===== config.mk =====
export PLATFORM = sky130hd
export DESIGN_NAME = bgi_blend
export DESIGN_NICKNAME = d
export VERILOG_FILES = /design/src/rtl/bgi_pkg.sv /design/src/rtl/bgi_blend.sv
export SDC_FILE = /design/constraint.sdc
export NUM_CORES = 2
export LEC_CHECK = 0
export BUFFER_PORTS_ARGS = -buffer_cell sky130_fd_sc_hd__buf_2
export CORE_MARGIN = 2
export CORE_UTILIZATION = 60
export CTS_CLUSTER_SIZE = 24
export DETAILED_ROUTE_END_ITERATION = 10
export GPL_TIMING_DRIVEN = 0
export PLACE_DENSITY = 0.77
export SYNTH_ARGS = -nofsm -noshare
export SYNTH_HDL_FRONTEND = slang
export SYNTH_SLANG_ARGS = --single-unit
export TNS_END_PERCENT = 30

===== constraint.sdc =====
create_clock -name clk -period 12.8 [get_ports clk]
set_input_delay 1.28 -clock clk [delete_from_list [all_inputs] [get_ports clk]]
set_output_delay 1.28 -clock clk [all_outputs]
set_load 0.02 [all_outputs]

===== src/rtl/bgi_pkg.sv =====
// shared types and constants for the bilinear grid interpolator
// no dependencies; imported by every module of the block except bgi_ram
package bgi_pkg;

	localparam int DATA_W       = 32;
	localparam int CNT_W        = 7;
	localparam int WGT_W        = 17;
	localparam int DEF_MAX_ROWS = 64;
	localparam int DEF_MAX_COLS = 64;
	localparam logic [WGT_W-1:0] WGT_ONE = 17'd65536;

	typedef enum logic [1:0] {
		OP_WR_ROW  = 2'd0,
		OP_WR_COL  = 2'd1,
		OP_WR_GRID = 2'd2,
		OP_QUERY   = 2'd3
	} opcode_t;

	typedef enum logic [1:0] {
		ST_OK    = 2'd0,
		ST_RANGE = 2'd1,
		ST_DEGEN = 2'd2
	} status_t;

	typedef enum logic {
		CFG_ROWS = 1'b0,
		CFG_COLS = 1'b1
	} cfg_reg_t;

	typedef enum logic [3:0] {
		S_IDLE,
		S_RD_FIRST,
		S_RD_LAST,
		S_RANGE,
		S_BS_RD,
		S_BS_EV,
		S_DEGEN,
		S_DIV,
		S_GRD,
		S_BLST,
		S_BLEND,
		S_DONE
	} state_t;

endpackage


===== src/rtl/bgi_blend.sv =====
// four-corner bilinear blend, one weight product and two partial products per corner
// depends on bgi_pkg
module bgi_blend
	import bgi_pkg::*;
(
	input  logic                   clk,
	input  logic                   arst_n,
	input  logic                   start,
	input  logic [WGT_W-1:0]       wu,
	input  logic [WGT_W-1:0]       wt,
	input  logic [3:0][DATA_W-1:0] corner,
	output logic                   done,
	output logic [DATA_W-1:0]      value
);

	logic [1:0]               k_q, ph_q;
	logic                     busy_q, done_q;
	logic [WGT_W-1:0]         wa, wb;
	logic [33:0]              wp_q;
	logic signed [DATA_W-1:0] g_sel;
	logic signed [48:0]       prod_lo;
	logic signed [49:0]       prod_hi;
	logic signed [65:0]       acc_q, acc_rnd;

	// corner order: (lo,lo) (lo,hi) (hi,hi) (hi,lo)
	assign wa      = (k_q == 2'd0 || k_q == 2'd1) ? (WGT_ONE - wu) : wu;
	assign wb      = (k_q == 2'd1 || k_q == 2'd2) ? wt : (WGT_ONE - wt);
	assign g_sel   = $signed(corner[k_q]);
	assign prod_lo = g_sel * $signed({1'b0, wp_q[15:0]});
	assign prod_hi = g_sel * $signed({1'b0, wp_q[32:16]});
	assign acc_rnd = acc_q + 66'sd2147483648;

	always_ff @(posedge clk or negedge arst_n) begin
		if (!arst_n) begin
			busy_q <= 1'b0;
			done_q <= 1'b0;
			k_q    <= '0;
			ph_q   <= '0;
		end else if (start) begin
			busy_q <= 1'b1;
			done_q <= 1'b0;
			k_q    <= '0;
			ph_q   <= '0;
		end else if (busy_q) begin
			if (ph_q == 2'd2) begin
				ph_q <= '0;
				k_q  <= k_q + 2'd1;
				if (k_q == 2'd3) begin
					busy_q <= 1'b0;
					done_q <= 1'b1;
				end
			end else begin
				ph_q <= ph_q + 2'd1;
			end
		end
	end

	always_ff @(posedge clk) begin
		if (start) begin
			acc_q <= '0;
		end else if (busy_q) begin
			case (ph_q)
				2'd0: wp_q <= {17'b0, wa} * {17'b0, wb};
				2'd1: acc_q <= acc_q + 66'(prod_lo);
				2'd2: acc_q <= acc_q + (66'(prod_hi) <<< 16);
				default: acc_q <= acc_q;
			endcase
		end
	end

	assign done  = done_q;
	assign value = acc_rnd[63:32];

endmodule


# == Word level (Yosys, flattened, before mapping) ==
# Index checks and enable logic that the tools add are counted.
# classes
n_addsub,7
mul,3
order_cmp,1
n_eq_ne,5
n_mux,19
bitwise_logic,1
reduce_logical,12
# ops
operator,count
case mux 66 bit (2 select lines),1
adder 66 x 49 -> 66 bit,1
adder 66 bit,1
"adder 64 x 33 -> 64 bit, second input constant",1
binary-select mux 32 bit (select 2 bit),1
multiplier 32 x 18 -> 50 bit,1
multiplier 32 x 17 -> 49 bit,1
two-way mux 17 bit,2
"subtractor 17 bit, first input constant",2
multiplier 17 x 17 -> 33 bit,1
two-way mux 32 bit,1
two-way mux 2 bit,6
two-way mux 1 bit,8
nonzero test 2 bit,4
"== test 2 bit, second input constant",3
AND reduction 3 bit,2
"adder 2 x 1 -> 2 bit, second input constant",2
"== test 2 x 1 -> 1 bit, second input constant",2
logical NOT 2 bit,2
AND reduction 2 bit,2
"< comparator 2 x 3 -> 1 bit, second input constant",1
logical OR 1 bit,2
inverter 1 bit,1
# totals
ff_bits,105
inputBits,165
output_inout_bits,33
elab_cells,54

# == Depth between registers and ports, before layout ==
# depth
word_depth,5
mapped_depth,41
mapped_depth_nobuf,37

# == Worst setup path before layout ==
# Ideal clock, no wire load.
# synth_timing
path_kind,reg2reg
start,register k_q[0]
end,register acc_q[62]
setup_ps,119
t_arrival_ps,9558
setup_slack_ps,3123
path_stages_with_launch,39
path_buffers,4
cell_sequence,dfrtp_1 clkbuf_1 buf_1 mux4_2 clkbuf_1 and2_1 fa_1 inv_1 fa_1 fa_1 fa_1 inv_1 fa_1 inv_1 fa_1 inv_1 ha_1 a21o_1 [... 3 more ...] a21o_1 a21o_1 a21o_1 a221o_1 a21oi_2 o21ai_1 xor2_1 ha_1 clkbuf_1 a21o_1 a21o_1 a21o_1 a211o_1 o2111ai_1 a31oi_1 nor3_1 xnor2_1 o221a_1
# synth_between
elab_chain_len,5
elab_cells_between_ends,7
# synth_rtl
element,line,text
from (decl),bgi_blend.sv:16,"logic [1:0] k_q, ph_q;"
from (signal assigned),bgi_blend.sv:47,k_q <= k_q + 2'd1;
binary-select mux 32 bit (select 2 bit) (*),bgi_blend.sv:28,assign g_sel = $signed(corner[k_q]);
two-way mux 32 bit (implied by the code) (*),bgi_blend.sv:28,
multiplier 32 x 18 -> 50 bit or multiplier 32 x 17 -> 49 bit (tied branches),"bgi_blend.sv:30, bgi_blend.sv:29",
adder 66 bit or adder 66 x 49 -> 66 bit (tied branches),"bgi_blend.sv:65, bgi_blend.sv:64",
case mux 66 bit (2 select lines) (*),bgi_blend.sv:62,case (ph_q)
to (signal assigned),bgi_blend.sv:64,2'd1: acc_q <= acc_q + 66'(prod_lo);
to (signal assigned),bgi_blend.sv:65,2'd2: acc_q <= acc_q + (66'(prod_hi) <<< 16);
to (signal assigned),bgi_blend.sv:66,default: acc_q <= acc_q;
to (decl),bgi_blend.sv:23,"logic signed [65:0] acc_q, acc_rnd;"
# Mark *: on every way between the ends. The rest lies on a longest branch, timed or not. The select of a mux whose other input is x is not followed.
# A chain may end at the register's enable or synchronous reset.

# == Final worst setup path ==
# layout_timing
start,register k_q[0]
end,register acc_q[63]
# Same word-level chain as after synthesis.

==> results.txt <==
The number of global-route vias before repair came out at 48.8k. Setup repair after global routing left no endpoint under its margin. The number of warnings reported in the yosys synthesis log is 0, and the clock latency of the later-clocked register in the worst-skew pair is 0.43 ns. The run gives 278 mm as the first-pass GRT wire length. Input and output buffers added on the ports amount to 195.

The total I/O pin count is 198. The synthesized netlist devotes 3.79% of its cell area to XOR and XNOR gates. The congestion estimate from routability-driven global placement came to 1.01. The run gives -0.0526 ns as the worst-case setup slack after placement. The number of different library cells in the post-synthesis netlist was 99; the length of the first detailed-routing pass in iterations was 7.

The clock passes through at most 2 buffers. The clock net in this run drives a total of 103 sinks. The average cell area after synthesis works out to 8.81 sq um. Once placement completed, the tool counted placed cells totaling 8,085. The worst setup path is launched from a flop. The dominant combinational cell family by area after synthesis was adder cells.

Compared with the post-synthesis result, the final layout area differs by 5.11%. The non-filler instance count after layout is 8,108, and the residual DRC count is 0. In the synthesized netlist the async set-or-reset flop fraction comes to 5.83%. At the worst endpoint, the required time is 13.08 ns.

Ratio of routed vias to standard cells: 5.73. The most used flip-flop cell after synthesis is dfxtp_1. The cell depth of the worst flop-to-flop path works out to 37. The die is 316 um wide.

The number of clock buffers added by TritonCTS is 9. Floorplan core area: 96,400 sq um. The worst flop-to-flop path startpoint was k_q[0]$_DFFE_PN0P_.

The run gives 8,545 as the net count of the mapped netlist. After clock tree synthesis, the flow added hold-fix buffers numbering 0. The register bit total from synthesis works out to 103. The run finished with clean final reports. After the last flow step, the layout net total stands at 8,753. The number of antenna violations at the first check in global routing was 12. The clock transition at the register clock pins on the worst setup and hold paths after CTS was 0.08 ns. The tightest hold path in the finished design has a slack of 0.500 ns. Number of violations reported at the end of detailed-routing iteration 0: 3,793. The worst setup path is of the reg -> reg kind. The setup skew after layout was 0.0183 ns. For the pin with the worst max-slew slack, the measured transition is 1.23 ns.

The post-synthesis mux area share works out to 1.42%. The area share of fa/ha/maj cells after synthesis works out to 55.5%. TritonCTS built the clock tree. For flop-to-flop paths, the worst setup slack is 0.37 ns.

The tool flagged a number of max-cap violations equal to 0. Counting instances, the worst hold path has a depth of 2. The number of enable flip-flop cells after synthesis came out at 33. For this block, the routed nets add up to 181 mm of wire. After routing, the total negative slack on setup checks comes to 0 ns.

In this run the post-CTS setup repair buffer count came out at 0. The wire length per cell after detailed routing is 22.3 um. The run gives 0 as the total count of max-transition violations in the final report. STA classifies the critical path endpoint as a flop. On the worst path, the slowest cell contributes a delay of 0.74 ns. Clock tree synthesis selected as its root buffer the cell clkbuf_16. The synthesized netlist occupies a cell area of 58,200 sq um.

After layout, the worst setup slack is 0.368 ns. For the initial core utilization, the log shows 60.4%. The die is 316 um tall.

The slowest stage of the critical path is the mux4_2 cell. Hold-critical path endpoint: acc_q[23]$_SDFFE_PP0P_. The smallest clock period supported by the final layout is computed as 12.43 ns. Of the cells placed in the final design, the portion with a size suffix greater than 1 is 4.64%.

The tools report the register area share after synthesis as 4.16%. The post-route clock period utilization works out to 97.1%. The aggregate global-route resource usage is 37.5%, and the area fraction in compound gates after synthesis is 7.66%. Entering global routing, the biggest net connects 34 pins.

After legalization and detailed placement, the total HPWL measured 156 mm. Synthesis produced 6,612 cells. The number of standard-cell rows in the floorplan is 114. The cell that appears most often on the critical path is fa_1. After global routing the overflow that remains totals 0. The H-tree generated during clock tree synthesis spans 3 levels.

The worst register-to-register path ends at acc_q[63]$_SDFFE_PP0P_. The final setup violation count was 0. In this run the most critical hold path is launched from acc_q[23]$_SDFFE_PP0P_.

The number of routed nets with antenna violations was 0; the routed via count was 46.5k. The die covers 99,600 sq um. The synthesized-area fraction occupied by and/or/nand/nor cells works out to 15.1%. The arrival time of the worst setup path is 12.72 ns. The worst hold path belongs to the class reg -> reg.

The tools report the final-report hold violation count as 0. The worst pin sits at a relative slew slack of 17.1%. Along the worst path, the maximum fanout reaches 10. For this run, the top clock speed supported by timing is 80.4 MHz.
## worst max-delay path by stage
stage	start	to	slack, ns	cells after the start
2_1_floorplan	k_q[0]$_DFFE_PN0P_	acc_q[62]$_SDFFE_PP0P_	3.12	38
3_5_place_dp	k_q[1]$_DFFE_PN0P_	acc_q[63]$_SDFFE_PP0P_	-0.05	37
4_1_cts	k_q[0]$_DFFE_PN0P_	acc_q[63]$_SDFFE_PP0P_	0.22	37
3_3_place_gp	k_q[0]$_DFFE_PN0P_	acc_q[63]$_SDFFE_PP0P_	-0.72	37
6_report	k_q[0]$_DFFE_PN0P_	acc_q[63]$_SDFFE_PP0P_	0.37	37
5_1_grt	k_q[0]$_DFFE_PN0P_	acc_q[63]$_SDFFE_PP0P_	0.01	37
## critical path, delay by kind of cell (launching register included)
| kind | cells | cell delay (ns) |
|---|---|---|
| flip-flops | 1 | 0.47 |
| AND/OR/NAND/NOR | 3 | 0.79 |
| buffers and inverters | 8 | 1.81 |
| XOR/XNOR | 3 | 1.23 |
| multiplexers | 1 | 0.74 |
| AO/OA/AOI/OAI | 14 | 3.47 |
| adder cells (fa/ha/maj) | 8 | 3.77 |
## synthesized netlist by cell type, types with 29 or more instances
cell | number | share of area, %
nor3_1 | 40 | 0.34
fa_1 | 1358 | 47
a21oi_1 | 188 | 1.6
nand2b_1 | 36 | 0.39
dfxtp_1 | 64 | 2.2
a211oi_1 | 37 | 0.48
mux4_2 | 32 | 1.2
nand2_1 | 926 | 6.0
nand4_1 | 32 | 0.34
clkbuf_1 | 279 | 1.8
xnor2_1 | 183 | 2.8
o21ai_0 | 80 | 0.69
edfxtp_1 | 33 | 1.7
ha_1 | 410 | 8.8
a21o_1 | 111 | 1.4
o21a_1 | 29 | 0.37
nand3_1 | 48 | 0.41
xor2_1 | 69 | 1.0
nor2_1 | 216 | 1.4
inv_1 | 1631 | 11
and2_1 | 473 | 5.1
## area by class of cell
cell class	count	area (sq um)
diodes	7	17.5
multi-input cells	4586	48600
flip-flops and latches	103	2420
clock inverters	4	30.0
well taps	1276	1600
repair buffers	197	1020
inverters	1633	6130
fillers	8336	35200
plain buffers	290	1130
clock buffers	12	289
## through the flow
step | cell area (sq um) | util [%]
floorplan | 58200 | -
CTS | 61200 | 63.5
global placement | 60800 | 63.1
detailed placement | 60900 | 63.1
global route | 61200 | 63.5
finish | 61200 | 63.5
## state kept, by name, summed over array words and instances, names as in the netlist
| register | flops |
|---|---|
| acc_q | 64 |
| wp_q | 33 |
| k_q | 2 |
| ph_q | 2 |
| busy_q | 1 |
| done | 1 |
## logic make-up (layout without fill, tap and decap cells)
| kind of cell | after synthesis | after routing |
|---|---|---|
| adders and majority gates | 1768 | 1768 |
| and+or+nand+nor | 1867 | 1867 |
| xor gates and xnor gates | 252 | 252 |
| muxes | 42 | 42 |
| AOI/OAI and AO/OA | 657 | 657 |
| DFF | 103 | 103 |
| buffers and inverters | 1923 | 2136 |
| other | 0 | 7 |
## cell usage in the layout, fill, tap and decap left out, types with 40 or more instances in the layout
cell and instances:
xnor2_1 183, nor2_1 216, a21o_1 111, o21ai_0 80, fa_1 1357, nor3_1 40, xor2_1 69, ha_1 410
nand3_1 48, clkbuf_1 275, and2_1 473, inv_1 1631, nand2_1 924, a21oi_1 188, buf_2 199, dfxtp_1 64
## repair_timing
item | in CTS | in global routing
gates resized for setup | 2 | 9
endpoints found under the setup margin | 1 | 3
gates cloned | 0 | 0
## layer usage
layer / up-vias / GRT usage [%] / wire length (um)
li1: 20137 / - / -
met1: 23382 / 45.8 / 63500
met2: 2387 / 59.5 / 82800
met3: 565 / 9.64 / 20300
met4: 4 / 24.2 / 14100
met5: - / 0 / 24
Power is left out: the tool's default activity adds up to more than one toggle a clock period on the data nets, which glitch-free logic cannot reach.
