--- src/rtl/bgi_pkg.sv ---
// shared types and constants for the bilinear grid interpolator
// no dependencies; imported by every module of the block except bgi_ram
package bgi_pkg;

	localparam int DATA_W       = 32;
	localparam int CNT_W        = 7;
	localparam int WGT_W        = 17;
	localparam int DEF_MAX_ROWS = 64;
	localparam int DEF_MAX_COLS = 64;
	localparam logic [WGT_W-1:0] WGT_ONE = 17'd65536;

	typedef enum logic [1:0] {
		OP_WR_ROW  = 2'd0,
		OP_WR_COL  = 2'd1,
		OP_WR_GRID = 2'd2,
		OP_QUERY   = 2'd3
	} opcode_t;

	typedef enum logic [1:0] {
		ST_OK    = 2'd0,
		ST_RANGE = 2'd1,
		ST_DEGEN = 2'd2
	} status_t;

	typedef enum logic {
		CFG_ROWS = 1'b0,
		CFG_COLS = 1'b1
	} cfg_reg_t;

	typedef enum logic [3:0] {
		S_IDLE,
		S_RD_FIRST,
		S_RD_LAST,
		S_RANGE,
		S_BS_RD,
		S_BS_EV,
		S_DEGEN,
		S_DIV,
		S_GRD,
		S_BLST,
		S_BLEND,
		S_DONE
	} state_t;

endpackage

--- src/rtl/bgi_div.sv ---
// restoring divider for one cell weight, one quotient bit per cycle
// depends on bgi_pkg
module bgi_div
	import bgi_pkg::*;
(
	input  logic               clk,
	input  logic               arst_n,
	input  logic               start,
	input  logic signed [32:0] num,
	input  logic signed [32:0] den,
	output logic               done,
	output logic [WGT_W-1:0]   quo
);

	logic [32:0]      nm, dm, dm_q;
	logic [33:0]      rem_q, rem_sh;
	logic [WGT_W-1:0] quo_q;
	logic [3:0]       cnt_q;
	logic             busy_q, done_q, qbit;

	assign nm     = num[32] ? 33'(-num) : 33'(num);
	assign dm     = den[32] ? 33'(-den) : 33'(den);
	assign rem_sh = {rem_q[32:0], 1'b0};
	assign qbit   = rem_sh >= {1'b0, dm_q};

	always_ff @(posedge clk or negedge arst_n) begin
		if (!arst_n) begin
			busy_q <= 1'b0;
			done_q <= 1'b0;
			cnt_q  <= '0;
		end else if (start) begin
			cnt_q <= '0;
			// opposite signs or a zero numerator give zero, a ratio of one or more clamps to one
			if (num[32] != den[32] || num == '0) begin
				busy_q <= 1'b0;
				done_q <= 1'b1;
			end else if (nm >= dm) begin
				busy_q <= 1'b0;
				done_q <= 1'b1;
			end else begin
				busy_q <= 1'b1;
				done_q <= 1'b0;
			end
		end else if (busy_q) begin
			cnt_q <= cnt_q + 4'd1;
			if (cnt_q == 4'd15) begin
				busy_q <= 1'b0;
				done_q <= 1'b1;
			end
		end
	end

	always_ff @(posedge clk) begin
		if (start) begin
			dm_q  <= dm;
			rem_q <= {1'b0, nm};
			if (num[32] != den[32] || num == '0) begin
				quo_q <= '0;
			end else if (nm >= dm) begin
				quo_q <= WGT_ONE;
			end else begin
				quo_q <= '0;
			end
		end else if (busy_q) begin
			rem_q <= qbit ? (rem_sh - {1'b0, dm_q}) : rem_sh;
			quo_q <= {quo_q[WGT_W-2:0], qbit};
		end
	end

	assign done = done_q;
	assign quo  = quo_q;

endmodule

--- config.mk ---
export PLATFORM = sky130hd
export DESIGN_NAME = bgi_div
export DESIGN_NICKNAME = d
export VERILOG_FILES = /design/src/rtl/bgi_pkg.sv /design/src/rtl/bgi_div.sv
export SDC_FILE = /design/constraint.sdc
export NUM_CORES = 1
export LEC_CHECK = 0
export BUFFER_PORTS_ARGS = -buffer_cell sky130_fd_sc_hd__buf_4
export CORE_AREA = 2 2 141 108
export DETAILED_ROUTE_END_ITERATION = 16
export DIE_AREA = 0 0 143 110
export GPL_TIMING_DRIVEN = 0
export PLACE_DENSITY = 0.83
export SLEW_MARGIN = 10
export SYNTH_ARGS = -nofsm -noshare
export SYNTH_HDL_FRONTEND = slang
export SYNTH_SLANG_ARGS = --single-unit
--- constraint.sdc ---
create_clock -name clk -period 4.2 [get_ports clk]
set_input_delay 0.63 -clock clk [delete_from_list [all_inputs] [get_ports clk]]
set_output_delay 0.63 -clock clk [all_outputs]
set_load 0.01 [all_outputs]
# == Word-level counts from Yosys, hierarchy flattened ==
# Cells that the tools add are included.
# totals
in_bits,69
wordCells,40
mem_bits_ro,0
reg_bits,89
out_inout_bits,18
ramBits,0
latch_bits,0
memories,0
# op_classes
n_addsub,4
bitwise,0
magnitude_cmp,2
shifts,0
n_eq_ne,2
mul,0
reduce_logical,5
muxes,21
div_mod_pow,0
# ops
cell,n
$mux W33,5
$mux W17,4
$neg A33 Y33,2
$ge A34 B33 Y1,1
$ge A33 B33 Y1,1
$logic_not A33 Y1,1
$sub A33 B33 Y33,1
$mux W1,10
$mux W4,2
$add A4 B1 Y4 const B,1
$eq A4 B4 Y1 const B,1
$reduce_bool A2 Y1,2
$reduce_and A2 Y1,1
$logic_or A1 B1 Y1,1
$ne A1 B1 Y1,1

# == Longest topological paths before layout ==
# Gate-level depths: netlist of run 1.
# logic_depth
word_depth,6
mapped_depth,17
mapped_depth_nobuf,17

# == Least setup slack after synthesis of run 1 ==
# OpenSTA, ideal clock, no wires.
# synth_timing
path_kind,input to register
start,input port den[13]
end,register quo_q[16] (netlist: quo[16]) (data pin)
stages,14
t_arrival_ps,3896
t_required_ps,3944
path_slack_ps,48
n_path_buf,0
setup_time_ps,256
cell_sequence,or4_4 or4_4 or3_1 o41ai_1 xor2_1 ha_1 a21o_1 a21o_1 a21oi_1 o21a_1 o21ai_0 nand3_1 o21ai_0 a41o_1
# synth_via
elab_chain_cells,6
# synth_lines
item,line_no,source
from (decl),bgi_div.sv:10,"input logic signed [32:0] den,"
$neg A33 Y33,bgi_div.sv:22,assign dm = den[32] ? 33'(-den) : 33'(den);
$mux W33 *,bgi_div.sv:22,
$ge A33 B33 Y1 *,bgi_div.sv:59,end else if (nm >= dm) begin
$mux W17 *,bgi_div.sv:59,
$mux W17 *,bgi_div.sv:57,if (num[32] != den[32] || num == '0) begin
$mux W17 *,bgi_div.sv:54,if (start) begin
to (signal assigned),bgi_div.sv:66,"quo_q <= {quo_q[WGT_W-2:0], qbit};"
to (decl),bgi_div.sv:17,logic [WGT_W-1:0] quo_q;
# Every way passes the cells marked *; elsewhere a longest branch is shown, timed or not.
# A chain may end at the register's enable or synchronous reset.

# == Worst setup path in the final report of run 1 ==
# layout_timing
start,input port den[14]
end,register quo_q[16] (netlist: quo[16]) (data pin)
# The elaborated chain is that of the path after synthesis.

==> metrics.cfg, run 1 <==
[route]
dr.first_iter.drc_count=812
drc_errors=0
finalWirelength_um=22700
wl_per_cell_um=19.1
antenna_left=0
vias_per_cell=6.22
vias=7384
first_pass_iters=5

[synthesis]
synthMuxAreaShare_pct=0.951
avgSynthCellArea_um2=8.87
ys.flop_type=edfxtp_1
synth_top_family_by_area=compound AO/OA/AOI/OAI gates
synthXorXnorAreaFrac_pct=9.23
synth_cell_types=69
yosys_warnings=0
syn_inst=875
async_flop_share_pct=6.74
synth_fp_nets=1013
yosys.area_share.simple_pct=18.3
synth_edf_count=83
synth-compound-area-share_pct=20.9
ys_ff_latch=89
synthAdderAreaFrac_pct=11.2
ys_seq_area_share_pct=34.0
netlist_area_mm2=0.00776

[pwr]
p_leak_nw=3.96
p_per_area_mw_per_mm2=503
vdd_ir_drop_max_v=0.000268

[global_route]
track_usage_pct=28.9
antenna_found_initial=0
grt_pass1_wl_um=34900
grt_max_degree=51
grt_pass1_vias=6722
globalRoute.totalOverflow=0

[floorplan]
ios=87
initial_core_util_pct=54.3
dieWidth_um=143
die_h_um=110
core_area_mm2=0.0143
dieArea_mm2=0.0157
rows=38

[sta]
period_share_pct=101
layout_setup_ws_ns=-0.0381
final-hold-violation-count=0
min_period_ns=4.24
fmax_mhz=236
worst_slew_pin_slew_ns=1.22
final-setup-viol-count=1
rsz0062_at_grt=true
fin_skew_ns=0.0118
max_slew_margin_pct=18.7
drv_slew=0
finalSetupTns_ns=-0.0381
hold-worst-slack_ns=0.0796

[critical_path]
endpoint_kind=flop
critPathKind=in -> reg
required_ns=4.30
crit_fanout=4
crit_path_start_kind=primary input
arrival_ns=4.34

[clocking]
cts_tree=done
clock_latency_ns=0.36
h-tree-depth=3
numCtsBuffers=9
clk_pin_slew_ns=0.06
root_buffer=clkbuf_16
clockBufferDepth=2
numClockSinks=89

[final_layout]
fin_area_mm2=0.00917
drive_gt1_share_pct=15.5
final_cell_mix=buf_4 (95), edfxtp_1 (83), inv_1 (81)
final_nets=1121
syn2layout_area_growth_pct=18.1
num_antenna_cells=0
final_common_cell=buf_4

[run_status]
status=finished, violations left
violations=negative setup slack

[place]
post-place-ws_ns=-0.420
dp_hpwl_um=17200
gp_congestion=0.983
placed_area_mm2=0.00865
port_buffers=84

[hold_path]
hold_class=in -> async

[flow_run]
drv_cap=0

-- metrics by stage --
| step | cells | total power, mW | utilization [%] |
|---|---|---|---|
| 2_1_floorplan | 875 | 2.98 | - |
| 3_3_place_gp | 1159 | 3.56 | 60.4 |
| 3_5_place_dp | 1159 | 3.62 | 60.4 |
| 4_1_cts | 1182 | 4.51 | 63.0 |
| 5_1_grt | 1187 | 4.87 | 64.1 |
| 6_report | 1187 | 4.61 | 64.1 |
-- flip-flops by register name, indices dropped and copies added, names as in the netlist --
name	flops
busy_q	1
cnt_q	4
quo	17
rem_q	33
done	1
dm_q	33
-- worst max-delay path, stage by stage --
cell and delay, ns:
buf_6 0.09, or4_4 0.54, or4_4 0.57, or3_4 0.43
o41ai_4 0.34, xor2_1 0.29, ha_1 0.29, a21o_1 0.17
a21o_1 0.19, a21oi_2 0.14, o21a_1 0.14, o21ai_2 0.10
nand3_1 0.10, o21ai_1 0.08, a41o_1 0.23
-- cell families (layout without fill, tap and decap cells) --
kind of cell,count (synthesis),count (layout)
DFF,89,89
and+or+nand+nor,279,279
AOI/OAI and AO/OA,239,239
buffers and inverters,111,223
xor gates and xnor gates,81,81
adders and majority gates,69,69
muxes,7,7
-- power breakdown --
| part | switching [mW] | internal, mW |
|---|---|---|
| clock network | 0.336 | 0.515 |
| logic | 1.45 | 0.952 |
| registers | 0.111 | 1.25 |
| total | 1.90 | 2.71 |
-- cell usage after synthesis, types with 4 or more instances --
cell,count,share of area [%]
or3_1,18,1.5
nand2_1,77,3.7
clkbuf_1,24,1.2
o31a_1,5,0.56
nor4_1,7,0.56
a21o_1,20,1.9
nor2b_1,24,1.9
xor2_1,35,3.9
o21a_1,17,1.6
o41ai_1,9,1.0
dfrtp_1,6,1.9
nor2_1,55,2.7
o21ai_0,49,3.2
or2_2,6,0.48
ha_1,68,11
a21oi_1,57,3.7
mux2i_1,4,0.52
xnor2_1,45,5.1
nand4_1,14,1.1
or4_4,4,0.58
o211ai_1,8,0.77
o31ai_1,15,1.5
nand3_1,19,1.2
inv_1,81,3.9
or4_1,4,0.39
and3_1,11,0.89
a211oi_1,8,0.77
nand2b_1,11,0.89
edfxtp_1,83,32
nor3_1,16,1.0
a31oi_1,15,1.2
-- timing repair --
item,CTS,global route
pin swaps,1,8
setup endpoints to repair,2,3
hold buffers,0,0
gates resized for setup,3,20
setup buffers,8,5
-- final timing paths --
check	startpoint	end	slack [ns]	depth (start not counted)
setup / recovery	den[14]	quo[16]	-0.04	15
hold / removal	arst_n	busy_q	0.08	1
setup reg to reg	rem_q[12]	rem_q[18]	0.20	10
hold reg to reg	cnt_q[3]	cnt_q[3]	0.55	2
max in group asynchronous	arst_n	done	4.00	1
min in group clk	den[0]	dm_q[0]	0.52	1
-- final cells by class --
type	count	area, µm²
Buffer	28	108
Inverter	83	312
Multi-Input combinational cell	675	4820
Tap cell	200	250
Clock inverter	4	68.8
Sequential cell	89	2640
Timing Repair Buffer	97	736
Fill cell	1141	5140
Clock buffer	11	233
-- per-layer routing --
| layer | GRT usage [%] | vias to the layer above | wire [µm] |
|---|---|---|---|
| met2 | 43.6 | 452 | 9740 |
| met1 | 42.3 | 3464 | 10000 |
| met3 | 5.23 | 48 | 2420 |
| met4 | 8.77 | 0 | 486 |
| met5 | 0 | - | 0 |
| li1 | - | 3420 | - |
Power figures use the tool's default switching activity.
==> run 2, diff against run 1 <==
--- a/config.mk
+++ b/config.mk
@@ -6,11 +6,12 @@
 export NUM_CORES = 1
 export LEC_CHECK = 0
 export BUFFER_PORTS_ARGS = -buffer_cell sky130_fd_sc_hd__buf_4
-export CORE_AREA = 2 2 141 108
+export CAP_MARGIN = 20
+export CORE_AREA = 2 2 135 104
 export DETAILED_ROUTE_END_ITERATION = 16
-export DIE_AREA = 0 0 143 110
+export DIE_AREA = 0 0 137 106
 export GPL_TIMING_DRIVEN = 0
-export PLACE_DENSITY = 0.83
+export PLACE_DENSITY = 0.88
 export SLEW_MARGIN = 10
 export SYNTH_ARGS = -nofsm -noshare
 export SYNTH_HDL_FRONTEND = slang
==> constraint.sdc (replaced) <==
create_clock -name clk -period 4.2 [get_ports clk]
set_input_delay 0.21 -clock clk [delete_from_list [all_inputs] [get_ports clk]]
set_output_delay 0.21 -clock clk [all_outputs]
set_load 0.01 [all_outputs]
==> run 2 against run 1 <==
- the run now ends clean
- total power grew 1.6%
- clock skew grew 0.0011 ns
- worst hold slack gained 0.0013 ns
- design area shrank 2.2%
- sequential power is essentially flat
- global-route usage grew 4.0 points
- setup slack gained 0.25 ns
- sequential cell count is the same
- critical path depth shrank 5
- clock power grew 2.7%
- cell count shrank 2.9%
- critical path type is now reg -> reg
- largest cell class unchanged
==> metrics.cfg, run 2 (synthesized netlist as in run 1, its figures left out) <==
[pwr]
swShare_pct=42.2  ; +0.99 points
p_sw_mw=1.97  ; +4.1%
p_leak_nw=3.87  ; -2.4%
seqPwrFrac_pct=29.1  ; -0.3 points
p_per_area_mw_per_mm2=522  ; +3.9%
internal_power_mw=2.71  ; -0.11%
clkPwrFrac_pct=18.7  ; +0.2 points
pwr-share-comb_pct=52.2  ; about the same
vdd_ir_drop_max_v=0.000254  ; -5.2%

[floorplan]
initial_core_util_pct=58.2  ; +4.0 points
rows=37  ; -2.6%
ios=87  ; unchanged
dieWidth_um=137  ; -4.2%
die_h_um=106  ; -3.6%
dieArea_mm2=0.0145  ; -7.7%
core_area_mm2=0.0133  ; -6.8%

[critical_path]
reg2reg_from=rem_q[24]
path_depth=10  ; -5
required_ns=4.28  ; -0.02 ns
path_delay_family=compound AO/OA/AOI/OAI gates
crit_path_start_kind=flop
critPathKind=reg -> reg
cp_cell_sequence=ha_1 -> a21oi_1 -> o221ai_1 -> a211oi_1 -> a31oi_1 -> a311oi_4 -> clkbuf_1 -> nor2_1 -> a21oi_1 -> o21ai_0
cp_common_cell=a21oi_1
endpoint_kind=flop
max_stage_delay_ns=0.72  ; +0.15 ns
crit_path_top_delay_cell=a311oi_4
r2r_slack_ns=0.21  ; about the same
r2r_end=rem_q[18]
crit_fanout=10  ; +6
reg2reg_depth=10  ; unchanged
arrival_ns=4.07  ; -0.27 ns
critPathBufInv=1  ; unchanged

[final_layout]
fin_area_mm2=0.00897  ; -2.2%
syn2layout_area_growth_pct=15.5
final_cell_mix=buf_4 (84), edfxtp_1 (83), inv_1 (81)
final_nets=1110  ; -0.98%
nFillCells=985  ; -14%
final_common_cell=buf_4
drive_gt1_share_pct=13.0  ; -2.5 points
instances_no_fill=1152  ; -2.9%
num_antenna_cells=0  ; unchanged

[clocking]
clockBufferDepth=2  ; unchanged
numCtsBuffers=9  ; unchanged
clock_latency_ns=0.35  ; about the same
cts_tree=done
root_buffer=clkbuf_16
numClockSinks=89  ; unchanged
clk_pin_slew_ns=0.07  ; about the same
h-tree-depth=3  ; unchanged

[place]
port_buffers=84  ; unchanged
gp_congestion=0.942  ; -4.2%
dp_hpwl_um=17100  ; -0.57%
placed_area_mm2=0.00861  ; -0.36%
placed_cells=1134  ; -2.2%

[global_route]
grt_pass1_wl_um=36800  ; +5.6%
grt_max_degree=51  ; unchanged
grt_pass1_vias=7053  ; +4.9%
track_usage_pct=32.9  ; +4.0 points
antenna_found_initial=0  ; unchanged
globalRoute.totalOverflow=0  ; unchanged

[sta]
rsz0062_at_grt=false
period_share_pct=95.1  ; -5.8 points
drv_slew=0  ; unchanged
hold-worst-slack_ns=0.0809  ; +0.00131 ns
finalSetupTns_ns=0  ; +0.0381 ns
final-hold-violation-count=0  ; unchanged
min_period_ns=3.99  ; -0.246 ns
worst_slew_pin_slew_ns=1.01  ; -0.209 ns
final-setup-viol-count=0  ; -1
fmax_mhz=250  ; +6.2%
max_slew_margin_pct=32.0  ; +13 points
fin_skew_ns=0.0129  ; +0.00114 ns

[hold_path]
whs_path_depth=1
min_to=dm_q[0]
hold_class=in -> reg
hp-start=den[0]

[route]
dr.first_iter.drc_count=1131  ; +39%
vias=7593  ; +2.8%
drc_errors=0  ; unchanged
vias_per_cell=6.59  ; +6.0%
first_pass_iters=6  ; +1
antenna_left=0  ; unchanged
finalWirelength_um=23600  ; +4.2%
wl_per_cell_um=20.5  ; +7.4%

[flow_run]
drv_cap=0  ; unchanged

[run_status]
status=complete, no violations

==> run 2: cell type report <==
class | instances | area, µm² | share of cell area (%)
multi-input combinational | 675 | 4710 | 52.6
sequential | 89 | 2640 | 29.5
timing repair buffer | 86 | 661 | 7.37
inverter | 83 | 312 | 3.47
clock buffer | 11 | 233 | 2.59
tap | 175 | 219 | 2.44
buffer | 28 | 108 | 1.20
clock inverter | 5 | 80.1 | 0.893
==> run 2: how the worst max path moves through the flow <==
stage,from,end
6_report,rem_q[24],rem_q[18]
5_1_grt,den[5],quo[16]
4_1_cts,den[13],quo[16]
3_5_place_dp,den[13],quo[16]
3_3_place_gp,den[13],quo[16]
2_1_floorplan,den[13],quo[16]
==> run 2: timing repair <==
action                     in CTS  in global routing
buffers inserted                0                  0
hold buffers                    1                  0
setup endpoints to repair       0                  3
hold endpoints to repair        6                  0
resized for setup               0                  1
==> run 2: per-layer routing <==
| metal | vias up | wire length (µm) | GRT usage (%) | part of all wire, % |
|---|---|---|---|---|
| met3 | 76 | 3150 | 8.82 | 13 |
| met1 | 3531 | 9250 | 45.5 | 39 |
| met5 | - | 0 | 0 | 0 |
| met4 | 0 | 825 | 11.1 | 3.5 |
| met2 | 598 | 10400 | 49.9 | 44 |
| li1 | 3388 | - | - | - |
==> run 2: worst register-to-register path: cells and delay by family, from the launching register on <==
family,cells,cell delay (ns)
buffers and inverters,1,0.55
AND/OR/NAND/NOR,1,0.11
adder cells (fa/ha/maj),1,0.42
AO/OA/AOI/OAI,7,2.23
flip-flops,1,0.42
==> run 2: per-stage QoR <==
step           util, %  setup WS [ns]  total power, mW
3_5_place_dp      64.6        -0.0989             3.63
4_1_cts           67.0          0.232             4.53
3_3_place_gp      64.6         0.0125             3.54
2_1_floorplan        -          0.468             2.98
5_1_grt           67.3         0.0341             4.91
6_report          67.3          0.208             4.68
==> run 2: power by group through the flow <==
stage | logic (mW) | clock network (mW) | registers, mW
floorplan | 1.64 | 0 | 1.35
global placement | 2.19 | 0 | 1.35
detailed placement | 2.26 | 0 | 1.37
CTS | 2.31 | 0.863 | 1.36
global route | 2.63 | 0.897 | 1.38
finish | 2.44 | 0.875 | 1.37
